[src/rtl/rhse_pkg.sv]
// ----------------------------------------------------------------------------
// rhse_pkg
// Shared constants, command codes, controller states and the command and
// status bundles that join the controller to the datapath.
// ----------------------------------------------------------------------------
`default_nettype none

package rhse_pkg;

    // Payload widths
    localparam int HASH_W = 61;
    localparam int SYM_W  = 8;
    localparam int POS_W  = 13;
    localparam int CMD_W  = 2;

    // String capacity and the widths that follow from it
    localparam int MAX_LEN = 4096;
    localparam int LEN_W   = $clog2(MAX_LEN + 1);
    localparam int ADDR_W  = $clog2(MAX_LEN);
    localparam int CMP_W   = (LEN_W > POS_W) ? LEN_W : POS_W;

    // Modulus 2^61-1 and the reset value of the base register
    localparam logic [HASH_W-1:0] MOD61      = {HASH_W{1'b1}};
    localparam logic [HASH_W-1:0] BASE_RESET = HASH_W'(131);

    // Command codes
    localparam logic [CMD_W-1:0] CMD_APPEND = 2'd0;
    localparam logic [CMD_W-1:0] CMD_QUERY  = 2'd1;
    localparam logic [CMD_W-1:0] CMD_CLEAR  = 2'd2;

    typedef enum logic [2:0] {
        ST_IDLE,
        ST_APP_HASH,
        ST_APP_POWER,
        ST_Q_CHECK,
        ST_Q_READ,
        ST_Q_MUL,
        ST_Q_OUT
    } t_state;

    typedef struct packed {
        logic load_item;
        logic clear;
        logic start_h;
        logic start_p;
        logic start_q;
        logic cap_hnew;
        logic commit;
        logic rd_first;
        logic rd_second;
        logic cap_qres;
        logic load_out;
    } t_dp_cmd;

    typedef struct packed {
        logic full;
        logic range_err;
        logic mul_done;
    } t_dp_stat;

    // Final reduction of a value below twice the modulus.
    function automatic logic [HASH_W-1:0] fold62(input logic [HASH_W:0] s);
        logic [HASH_W:0] d;
        d = s - {1'b0, MOD61};
        return (s >= {1'b0, MOD61}) ? d[HASH_W-1:0] : s[HASH_W-1:0];
    endfunction

endpackage

`default_nettype wire

[src/rtl/rhse_ctrl.sv]
// ----------------------------------------------------------------------------
// rhse_ctrl
// Controller: sequences appends and queries through the datapath and owns
// the valid flag of the result register.
// ----------------------------------------------------------------------------
`default_nettype none

module rhse_ctrl (
    input  logic                       i_clk,
    input  logic                       i_rst_n,
    input  logic                       i_in_valid,
    input  logic [rhse_pkg::CMD_W-1:0] i_in_command,
    output logic                       o_in_ready,
    output logic                       o_out_valid,
    input  logic                       i_out_ready,
    input  rhse_pkg::t_dp_stat         i_stat,
    output rhse_pkg::t_dp_cmd          o_cmd
);

    rhse_pkg::t_state r_state;
    rhse_pkg::t_state n_state;
    logic             r_out_valid;
    logic             n_out_valid;
    logic             accept;
    logic             out_free;

    assign accept   = i_in_valid && (r_state == rhse_pkg::ST_IDLE);
    assign out_free = !r_out_valid || i_out_ready;

    always_comb begin
        n_state = r_state;
        case (r_state)
            rhse_pkg::ST_IDLE: begin
                if (accept) begin
                    if (i_in_command == rhse_pkg::CMD_APPEND && !i_stat.full) begin
                        n_state = rhse_pkg::ST_APP_HASH;
                    end else if (i_in_command == rhse_pkg::CMD_QUERY) begin
                        n_state = rhse_pkg::ST_Q_CHECK;
                    end
                end
            end
            rhse_pkg::ST_APP_HASH: begin
                if (i_stat.mul_done) begin
                    n_state = rhse_pkg::ST_APP_POWER;
                end
            end
            rhse_pkg::ST_APP_POWER: begin
                if (i_stat.mul_done) begin
                    n_state = rhse_pkg::ST_IDLE;
                end
            end
            rhse_pkg::ST_Q_CHECK: begin
                n_state = i_stat.range_err ? rhse_pkg::ST_Q_OUT : rhse_pkg::ST_Q_READ;
            end
            rhse_pkg::ST_Q_READ: begin
                n_state = rhse_pkg::ST_Q_MUL;
            end
            rhse_pkg::ST_Q_MUL: begin
                if (i_stat.mul_done) begin
                    n_state = rhse_pkg::ST_Q_OUT;
                end
            end
            rhse_pkg::ST_Q_OUT: begin
                if (out_free) begin
                    n_state = rhse_pkg::ST_IDLE;
                end
            end
            default: n_state = rhse_pkg::ST_IDLE;
        endcase
    end

    always_comb begin
        o_cmd      = '0;
        o_in_ready = 1'b0;
        case (r_state)
            rhse_pkg::ST_IDLE: begin
                o_in_ready      = 1'b1;
                o_cmd.load_item = accept;
                o_cmd.clear     = accept && (i_in_command == rhse_pkg::CMD_CLEAR);
                // The tail hash is already at hand, so the first product starts now.
                o_cmd.start_h   = accept && (i_in_command == rhse_pkg::CMD_APPEND)
                                  && !i_stat.full;
            end
            rhse_pkg::ST_APP_HASH: begin
                o_cmd.cap_hnew = i_stat.mul_done;
                o_cmd.start_p  = i_stat.mul_done;
            end
            rhse_pkg::ST_APP_POWER: begin
                o_cmd.commit = i_stat.mul_done;
            end
            rhse_pkg::ST_Q_CHECK: begin
                o_cmd.rd_first = 1'b1;
            end
            rhse_pkg::ST_Q_READ: begin
                o_cmd.start_q   = 1'b1;
                o_cmd.rd_second = 1'b1;
            end
            rhse_pkg::ST_Q_MUL: begin
                o_cmd.cap_qres = i_stat.mul_done;
            end
            rhse_pkg::ST_Q_OUT: begin
                o_cmd.load_out = out_free;
            end
            default: begin
                o_cmd = '0;
            end
        endcase
    end

    always_comb begin
        n_out_valid = r_out_valid;
        if (o_cmd.load_out) begin
            n_out_valid = 1'b1;
        end else if (i_out_ready) begin
            n_out_valid = 1'b0;
        end
    end

    always_ff @(posedge i_clk) begin
        if (!i_rst_n) begin
            r_state     <= rhse_pkg::ST_IDLE;
            r_out_valid <= 1'b0;
        end else begin
            r_state     <= n_state;
            r_out_valid <= n_out_valid;
        end
    end

    assign o_out_valid = r_out_valid;

endmodule

`default_nettype wire

[config.mk]
export PLATFORM = sky130hd
export DESIGN_NAME = rhse_ctrl
export DESIGN_NICKNAME = d
export VERILOG_FILES = /design/src/rtl/rhse_pkg.sv /design/src/rtl/rhse_ctrl.sv
export SDC_FILE = /design/constraint.sdc
export NUM_CORES = 1
export LEC_CHECK = 0
export BUFFER_PORTS_ARGS = -buffer_cell sky130_fd_sc_hd__buf_2
export CORE_AREA = 2 2 39 41
export CTS_BUF_LIST = sky130_fd_sc_hd__clkbuf_4 sky130_fd_sc_hd__clkbuf_8
export DETAILED_ROUTE_END_ITERATION = 10
export DIE_AREA = 0 0 41 43
export SYNTH_ARGS = -nofsm -noshare
export SYNTH_HDL_FRONTEND = slang
export SYNTH_SLANG_ARGS = --single-unit
[constraint.sdc]
create_clock -name i_clk -period 1.4 [get_ports i_clk]
set_input_delay 0.21 -clock i_clk [delete_from_list [all_inputs] [get_ports i_clk]]
set_output_delay 0.21 -clock i_clk [all_outputs]
set_load 0.1 [all_outputs]
# Word-level counts from Yosys, hierarchy flattened
# Index checks and enable logic that the tools add are counted.
# op_classes
eq_ne	14
mux	19
reduce_logical	12
# op_table
cell	count
$mux W3	8
$pmux W3 S7	1
$ne A2 B2 Y1 const B	5
$eq A3 B3 Y1 const B	3
$mux W1	9
$eq A3 B2 Y1 const B	2
$reduce_and A6 Y1	1
$logic_and A1 B1 Y1	5
$eq A3 B1 Y1 const B	1
$logic_not A3 Y1	1
$ne A3 B1 Y1 const B	1
$eq A2 B1 Y1 const B	1
$eq A2 B2 Y1 const B	1
$logic_not A1 Y1	2
$logic_not A2 Y1	1
$mux W2	1
$reduce_bool A2 Y1	1
$logic_or A1 B1 Y1	1
# totals
regBits	4
in_bits	9
output_inout_bits	13
word_cells	47

# Depth between registers and ports, before layout
# Gate-level depths: netlist of the first run.
# logic_depth
ltp_word	5
depth_mapped	5
ltp_nobuf	4

# Least setup slack after synthesis of the first run
# Ideal clock, no wire load.
# synth_path
path_kind	register to output
startpoint	register r_state[0]
endpoint	output port o_cmd[7] (netlist bit)
arrival_time_ps	4260
t_required_ps	1190
setup_slack_ps	-3070
path_stages_with_launch	4
path_buffers	2
path_cell_list	dfxtp_1 clkbuf_1 nor4bb_1 buf_4
# synth_lines
item	line	source
start, declared	rhse_ctrl.sv:20	rhse_pkg::t_state r_state;
start signal, assigned	rhse_ctrl.sv:121	r_state <= rhse_pkg::ST_IDLE;
start signal, assigned	rhse_ctrl.sv:124	r_state <= n_state;
end, declared	rhse_ctrl.sv:17	output rhse_pkg::t_dp_cmd o_cmd

==> results summary, run 1 <==
Setup violations remaining at the end of the flow were counted as 12. The synthesized area per cell is around 8.0 um^2. The number of hold-slack violations in the final timing report is 0.

The routed design has approximately 1200 um of wire. The via count of the first global-routing pass is between 400 and 500. The worst hold path terminates at r_state[1]. The number of vias after detailed routing came out at 489.

Counting flops and latches in the post-synthesis netlist gives 4. The slew at the pin with the worst max-slew slack is just under 0.5 ns. The data arrival time of the critical path came out at approximately 1.4 ns.

The time the worst path needs with I/O delays and setup came out at roughly 1.6 ns. The initial cell density of the core is a little over a quarter. The fraction of final layout cells with drive strength greater than 1 is 75.0%. The net count after synthesis came out at 55. The average wire per standard cell came out at between 10 and 15 um. The floorplan step defined a die boundary enclosing 1760 um^2. The required arrival time at the worst endpoint came out at around 1.2 ns. The largest delay contributor family on the critical path is simple AND/OR/NAND/NOR gates. The slowest stage of the critical path belongs to the cell dfxtp_4. Setup repair after global routing could not meet its margin everywhere.

The sequential-to-total area share from yosys stat is between 20% and 30%. The total power density per cell area is around 2000 nW/um^2. The number of clock sinks is 4. The number of buffers and inverters on the critical path came out at 1.

The growth of design area from synthesis to finish came out at 149%. The worst IR drop on VDD came out at approximately 1600 uV. Measured against its own limit, the worst slew margin works out to approximately two thirds.

The element type at the critical path start is a flip-flop. After synthesis the cells add up to roughly 370 um^2. The number of remaining DRC errors came out at 0. The post-layout utilization of the core is 66.2%. The initial antenna violation count came to 0. The checks that failed: negative setup slack. The fraction of the cycle the final worst path needs is 112%. The maximum fanout along the worst path came out at 6. The static leakage power is just under 0.4 nW. The setup total negative slack came out at -1.06 ns. The die outline height came out at between 40 and 50 um.

The number of buffers inserted for hold repair after clock tree synthesis is 0. The per-cell via count in the routed design is slightly below 5. The endpoint of the lowest-slack register-to-register path is r_state[0].

The horizontal die dimension came out at between 40 and 50 um. The path depth of the worst reg2reg path is 5. The combined area of the multi-input logic cells came out at roughly 310 um^2.

Registers take between 90 and 100 um^2. The tree is rooted in a clkbuf_4. Of all cell types, the one taking the most synthesized area is dfxtp_1. The H-tree depth is 1. Walking the worst path, the cells encountered are nor3_4, nand2_2, nor3b_4, buf_12. At the end of routability-driven placement, the weighted congestion stood at 0.750.

The number of nets in the layout is between 90 and 100. After detailed placement, the total cell area comes to between 700 and 800 um^2. The tightest min-delay check is of the in -> reg type. After routing the design area is just over 900 um^2.

The source of the worst register-to-register timing path is r_state[1]. After synthesis, the netlist uses 27 different library cells. Once routing completed, OpenROAD measured the worst setup slack at -0.172 ns. 0 antenna diodes ended up in the layout. TritonCTS built the clock tree. The number of standard-cell rows in the floorplan is 14. The final count of pins violating max slew came out at 0.

The cell depth of the worst min-delay path is 3. The total grt overflow came out at 0. The later-pin clock latency in the skew report is approximately 0.24 ns. The post-route non-filler standard cell count is 100. The largest stage delay on the critical path came out at approximately 0.37 ns. The first-pass detailed-route iteration total came out at 4. Across the run, the number of max-cap violations was 0. The total instance count after detailed placement came out at 80. The half-perimeter wire length of the detailed placement result came out at 722 um. The Yosys step of the flow raised 0 warnings. The maximum clock path buffer count came out at 2. The number of instances in the synthesized netlist came out at 46.

The pin count of the biggest net entering global routing came out at 7. The number of top-level pins is 22. The detail route stage leaves a number of antenna-violating nets equal to 0. Clock skew on the completed layout was measured at approximately 0.016 ns. The total clock buffers created by CTS is 3. Fill cells in the final layout number 106. The wire length of the first global-routing pass is around 2000 um. The number of port buffers is 21. The worst setup slack for register-to-register paths came out at 0.03 ns. The startpoint identified for the worst hold timing path is i_rst_n. The proportion of netlist area held by the largest area contributor is between 20% and 30%. The category of the critical setup timing path is reg -> out. The total routing usage reported by global routing is between 10% and 20%. Clock-pin slew was measured on the worst setup and hold paths at around 0.050 ns. In the post-synthesis netlist, the biggest area contributors are dfxtp_1 (22%), buf_4 (8.2%), nor4bb_1 (5.4%). The worst setup path is captured at an output port.

The core box area is ~1400 um^2. The number of DRC violations after detailed-routing iteration 0 came out at 4. The flow ran to the end, but the final reports show violations.

The maximum clock rate came out at roughly 640 MHz.
## layout make-up
class                           count  share of cell area [%]
Timing Repair Buffer               40                    49.2
Multi-Input combinational cell     33                    33.6
Inverter                            3                    1.64
Sequential cell                     4                    10.1
Tap cell                           16                    2.19
Clock buffer                        4                    3.28
## layer usage
layer | share of wire (%) | GRT usage (%) | up-vias
met1 | 38 | 20.4 | 233
met3 | 4.5 | 3.66 | 0
met5 | 0 | 0 | -
met2 | 57 | 25.9 | 17
met4 | 0 | 6.67 | 0
li1 | - | - | 239
## synthesized netlist by cell type (all sizes together)
| cell type | count |
|---|---|
| o221ai | 1 |
| and3b | 1 |
| nand2 | 3 |
| buf | 5 |
| o21ai | 4 |
| nor2b | 2 |
| and3 | 1 |
| or3 | 1 |
| a21boi | 1 |
| o32ai | 1 |
| inv | 3 |
| o22ai | 1 |
| clkbuf | 1 |
| nor4bb | 2 |
| dfxtp | 4 |
| nand3b | 2 |
| mux2i | 1 |
| nand2b | 3 |
| and4b | 1 |
| a21oi | 2 |
| nor2 | 1 |
| nor3b | 2 |
| nor3 | 3 |
## through the flow
| stage | power (mW) | worst slack, ns | hold slack [ns] |
|---|---|---|---|
| 2_1_floorplan | 1.03 | -1.01 | 0.349 |
| 3_3_place_gp | 1.37 | 0.0726 | 0.479 |
| 3_5_place_dp | 1.37 | 0.0481 | 0.489 |
| 4_1_cts | 1.76 | -0.153 | 0.240 |
| 5_1_grt | 1.91 | -0.223 | 0.248 |
| 6_report | 1.83 | -0.172 | 0.236 |
## layout by cell type, fill, tap and decap left out, types with 2 or more instances in the layout
cell type	count
dfxtp_4	3
nand2b_1	3
nor3b_4	2
nor4bb_4	2
buf_12	12
buf_4	13
clkbuf_4	4
o21ai_0	2
a21oi_1	2
nand3b_1	2
buf_6	6
nand2_1	2
nor3_1	2
buf_2	9
## power by group
group          internal [mW]  switching, mW  leakage [nW]
clock network          0.126         0.0480        0.0184
registers              0.155         0.0640        0.0353
logic                  0.653          0.781         0.344
total                  0.934          0.893         0.398
## how the worst max path moves through the flow
stage	startpoint	slack, ns	to	cells past startpoint
6_report	r_state[1]	-0.17	o_cmd[9]	4
4_1_cts	r_state[1]	-0.15	o_cmd[9]	4
2_1_floorplan	r_state[0]	-1.01	o_cmd[9]	3
3_5_place_dp	r_state[2]	0.05	o_cmd[9]	4
5_1_grt	r_state[1]	-0.22	o_cmd[9]	4
3_3_place_gp	r_state[2]	0.07	o_cmd[9]	4
## repair_timing
item,4_1_cts,5_1_grt
gates resized for setup,11,1
gates cloned,0,0
setup buffers,12,4
setup endpoints to repair,12,12
pin swaps,4,2
## state kept, by name, indices dropped and copies added (netlist names)
register     flops
o_out_valid      1
r_state          3
## worst min-delay path: cells and delay by family
kind                   cells  cell delay (ns)
buffers and inverters      1             0.11
and+or+nand+nor            1             0.06
muxes                      1             0.06
## cell families (layout without fill, tap and decap cells)
kind of cell / after synthesis / in the layout / share of synthesized area (%)
compound gates: 10 / 10 / 21.1
simple gates: 22 / 22 / 40.8
buf+inv: 9 / 47 / 13.6
flops: 4 / 4 / 21.8
mux: 1 / 1 / 2.72
No activity file was read; power rests on OpenSTA's default activity.
==> run 2: changes to the inputs <==
- clock period: 1.4 -> 1.8 ns (I/O delays scaled with it)
==> run 2 against run 1 <==
Register-to-register slack better by 0.45 ns. Largest power group unchanged. Final area down 31%. Total power down 43%. The flow now finishes without violations.
==> results summary, run 2 (same netlist as run 1, synthesis figures left out) <==
The placement-stage worst setup slack is 0.324 ns (was 0.0481 ns). The combined area of the multi-input logic cells was 300 um^2 (was 308 um^2). The endpoint of the lowest-slack register-to-register path is r_state[1] (was r_state[0]).

The number of clock sinks came out at 4 (unchanged). The total power density per cell area is 1670 nW/um^2 (was 2000 nW/um^2). The slew at the pin with the worst max-slew slack came out at 0.484 ns (about the same). Setup repair after global routing missed its margin: false (was true). The internal power came to 0.440 mW (was 0.934 mW). The number of top-level pins was 22 (unchanged). The register containing the most flip-flops in the final layout is r_state (unchanged). The total routing usage reported by global routing was 11.3% (was 16.4%).

The max-slew headroom at the worst pin came out at 67.9% (was 68.0%). The remaining antenna violation count after routing is 0 (unchanged). The required arrival time at the worst endpoint came out at 1.53 ns (was 1.19 ns).

The logic gate share of total power is 66.9% (was 78.5%). The category of the critical setup timing path was reg -> out (unchanged). The switching component of the power is 0.610 mW (was 0.893 mW).

The number of port buffers is 21 (unchanged). The growth of design area from synthesis to finish came out at 71.4% (was 149%). The initial antenna violation count is 0 (unchanged). The endpoint kind of the worst setup timing path is an output port (unchanged). The first-pass detailed-route iteration total came out at 4 (unchanged). The number of DRC violations after detailed-routing iteration 0 is 5 (was 4). The per-cell via count in the routed design came to 4.70 (was 4.89). The part of the total power dissipated in the clock network is 12.9% (was 9.5%). The data arrival time of the critical path came to 1.43 ns (was 1.36 ns). The final critical path takes up 94.3% of the cycle. The worst setup slack for register-to-register paths is 0.48 ns (was 0.03 ns). The post-route standard cell area excluding fillers came out at 631 um^2 (was 916 um^2). The cell area after placement came out at 598 um^2 (was 732 um^2). The total grt overflow was 0 (unchanged).

The number of standard-cell rows in the floorplan was 14 (unchanged). The final count of negative-setup-slack endpoints is 0 (was 12). The number of antenna repair diodes is 0 (unchanged). The overall power consumption came out at 1.05 mW (was 1.83 mW). The maximum clock rate is between 500 and 600 MHz.

The wire length of the first global-routing pass came out at 1370 um (was 2010 um). The number of hold-slack violations in the final timing report came out at 0 (unchanged). The class of the worst hold path is in -> reg (unchanged). The horizontal die dimension came out at 41 um (unchanged). The number of vias after detailed routing came out at 381 (was 489). The initial cell density of the core is 26.6% (unchanged). The final count of pins violating max slew is 0 (unchanged). The later-pin clock latency in the skew report is 0.23 ns (was 0.24 ns).

The sequential power share is 20.2% (was 12.0%). The source of the worst register-to-register timing path is r_state[2] (was r_state[1]). For the finished layout, the period the worst path requires is around 1.7 ns. The die outline area was 1760 um^2 (unchanged). The root buffer cell is clkbuf_4 (unchanged).

The maximum fanout along the worst path came out at 13 (was 6). The number of max-capacitance violations reported is 0 (unchanged). The total clock buffers created by CTS was 3 (unchanged).

The terminating pin of the worst hold path is r_state[1] (unchanged). The register area is 86.3 um^2 (was 92.6 um^2). The switching share of total power was 58.1% (was 48.9%). The number of nets in the layout is 75 (was 94). The CTS tree is done (unchanged). The number of buffers inserted for hold repair after clock tree synthesis came out at 0 (unchanged). The clock slew seen by the registers of the worst setup and hold paths came to 0.04 ns (was 0.05 ns).

The via count of the first global-routing pass came to 352 (was 470). The static leakage power came out at 0.282 nW (was 0.398 nW). The flip-flop count of the largest register after layout is 3 (unchanged). Status: complete, no violations (was finished with violations).

The clock skew was 0.00512 ns (was 0.0160 ns). The element type at the critical path start was a flip-flop (unchanged). The final weighted congestion in routability-driven placement was 0.681 (was 0.750). Commonest non-fill, non-tap cells in the layout: buf_2 (15), clkbuf_4 (5), buf_12 (5) (was buf_4 (13), buf_12 (12), buf_2 (9)). The smallest setup slack after layout came out at 0.103 ns (was -0.172 ns). The pin count of the biggest net entering global routing was 17 (was 7). The fraction of final layout cells with drive strength greater than 1 was 60.0% (was 75.0%).

The die outline height is 43 um (unchanged). The wire length after detailed routing is 794 um (was 1190 um). The H-tree depth came out at 1 (unchanged). The path depth of the worst reg2reg path came out at 4 (was 5).

The worst IR drop on VDD came out at 1010 uV (was 1550 uV). The worst hold slack after final layout came out at 0.309 ns (was 0.236 ns). The number of remaining DRC errors came out at 0 (unchanged). The number of inserted filler cells in the final layout is 141 (was 106). The cell depth of the worst min-delay path is 3 (unchanged). The average wire per standard cell is 9.80 um (was 11.9 um). The half-perimeter wire length of the detailed placement result is 660 um (was 722 um). The maximum clock path buffer count is 2 (unchanged).

The origin of the worst min-delay path is i_rst_n (unchanged). The core box area was 1380 um^2 (unchanged). The leading cell type in the layout, fill and taps excluded is buf_2 (was buf_4).
## run 2: cell type report
cell class / instances / area share, %
Clock buffer: 4 / 4.76
Tap cell: 16 / 3.17
Multi-Input combinational cell: 33 / 47.6
Timing Repair Buffer: 21 / 29.0
Sequential cell: 4 / 13.7
Inverter: 3 / 1.79
## run 2: how the worst max path moves through the flow
stage	slack, ns	end	depth (start not counted)	from
after floorplan	-0.67	o_cmd[9]	3	r_state[0]
after global placement	0.32	o_cmd[0]	3	r_state[2]
after detailed placement	0.32	o_cmd[0]	3	r_state[2]
after CTS	0.08	o_cmd[0]	3	r_state[2]
after global routing	0.009	o_cmd[2]	2	r_state[2]
final	0.10	o_cmd[6]	2	r_state[2]
## run 2: metrics by stage
step           cells  util, %  TNS [ns]
3_5_place_dp      77     43.2         0
5_1_grt           81     45.6         0
2_1_floorplan     46        -     -2.36
6_report          81     45.6         0
3_3_place_gp      77     43.2         0
4_1_cts           81     45.4         0
## run 2: repair_timing
item / CTS / global route
setup buffers: 0 / 0
gates resized for setup: 0 / 1
endpoints found under the setup margin: 0 / 1
## run 2: worst max-delay path, cell delays in order, from the launching register on
cell and delay, ns:
dfxtp_2 0.51, nor3b_4 0.24, buf_2 0.44
## run 2: power by group through the flow
stage	clock, mW	sequential (mW)	combinational, mW
after CTS	0.141	0.214	0.709
final	0.135	0.212	0.703
after global routing	0.144	0.225	0.737
after detailed placement	0	0.216	0.708
after global placement	0	0.213	0.705
after floorplan	0	0.151	0.650
## run 2: metal layers
layer / GRT usage [%] / share of wire (%) / wire length (um)
met1: 14.8 / 43 / 341
met2: 16.6 / 51 / 405
met3: 2.09 / 5.9 / 47
met4: 6.00 / 0 / 0
met5: 0 / 0 / 0
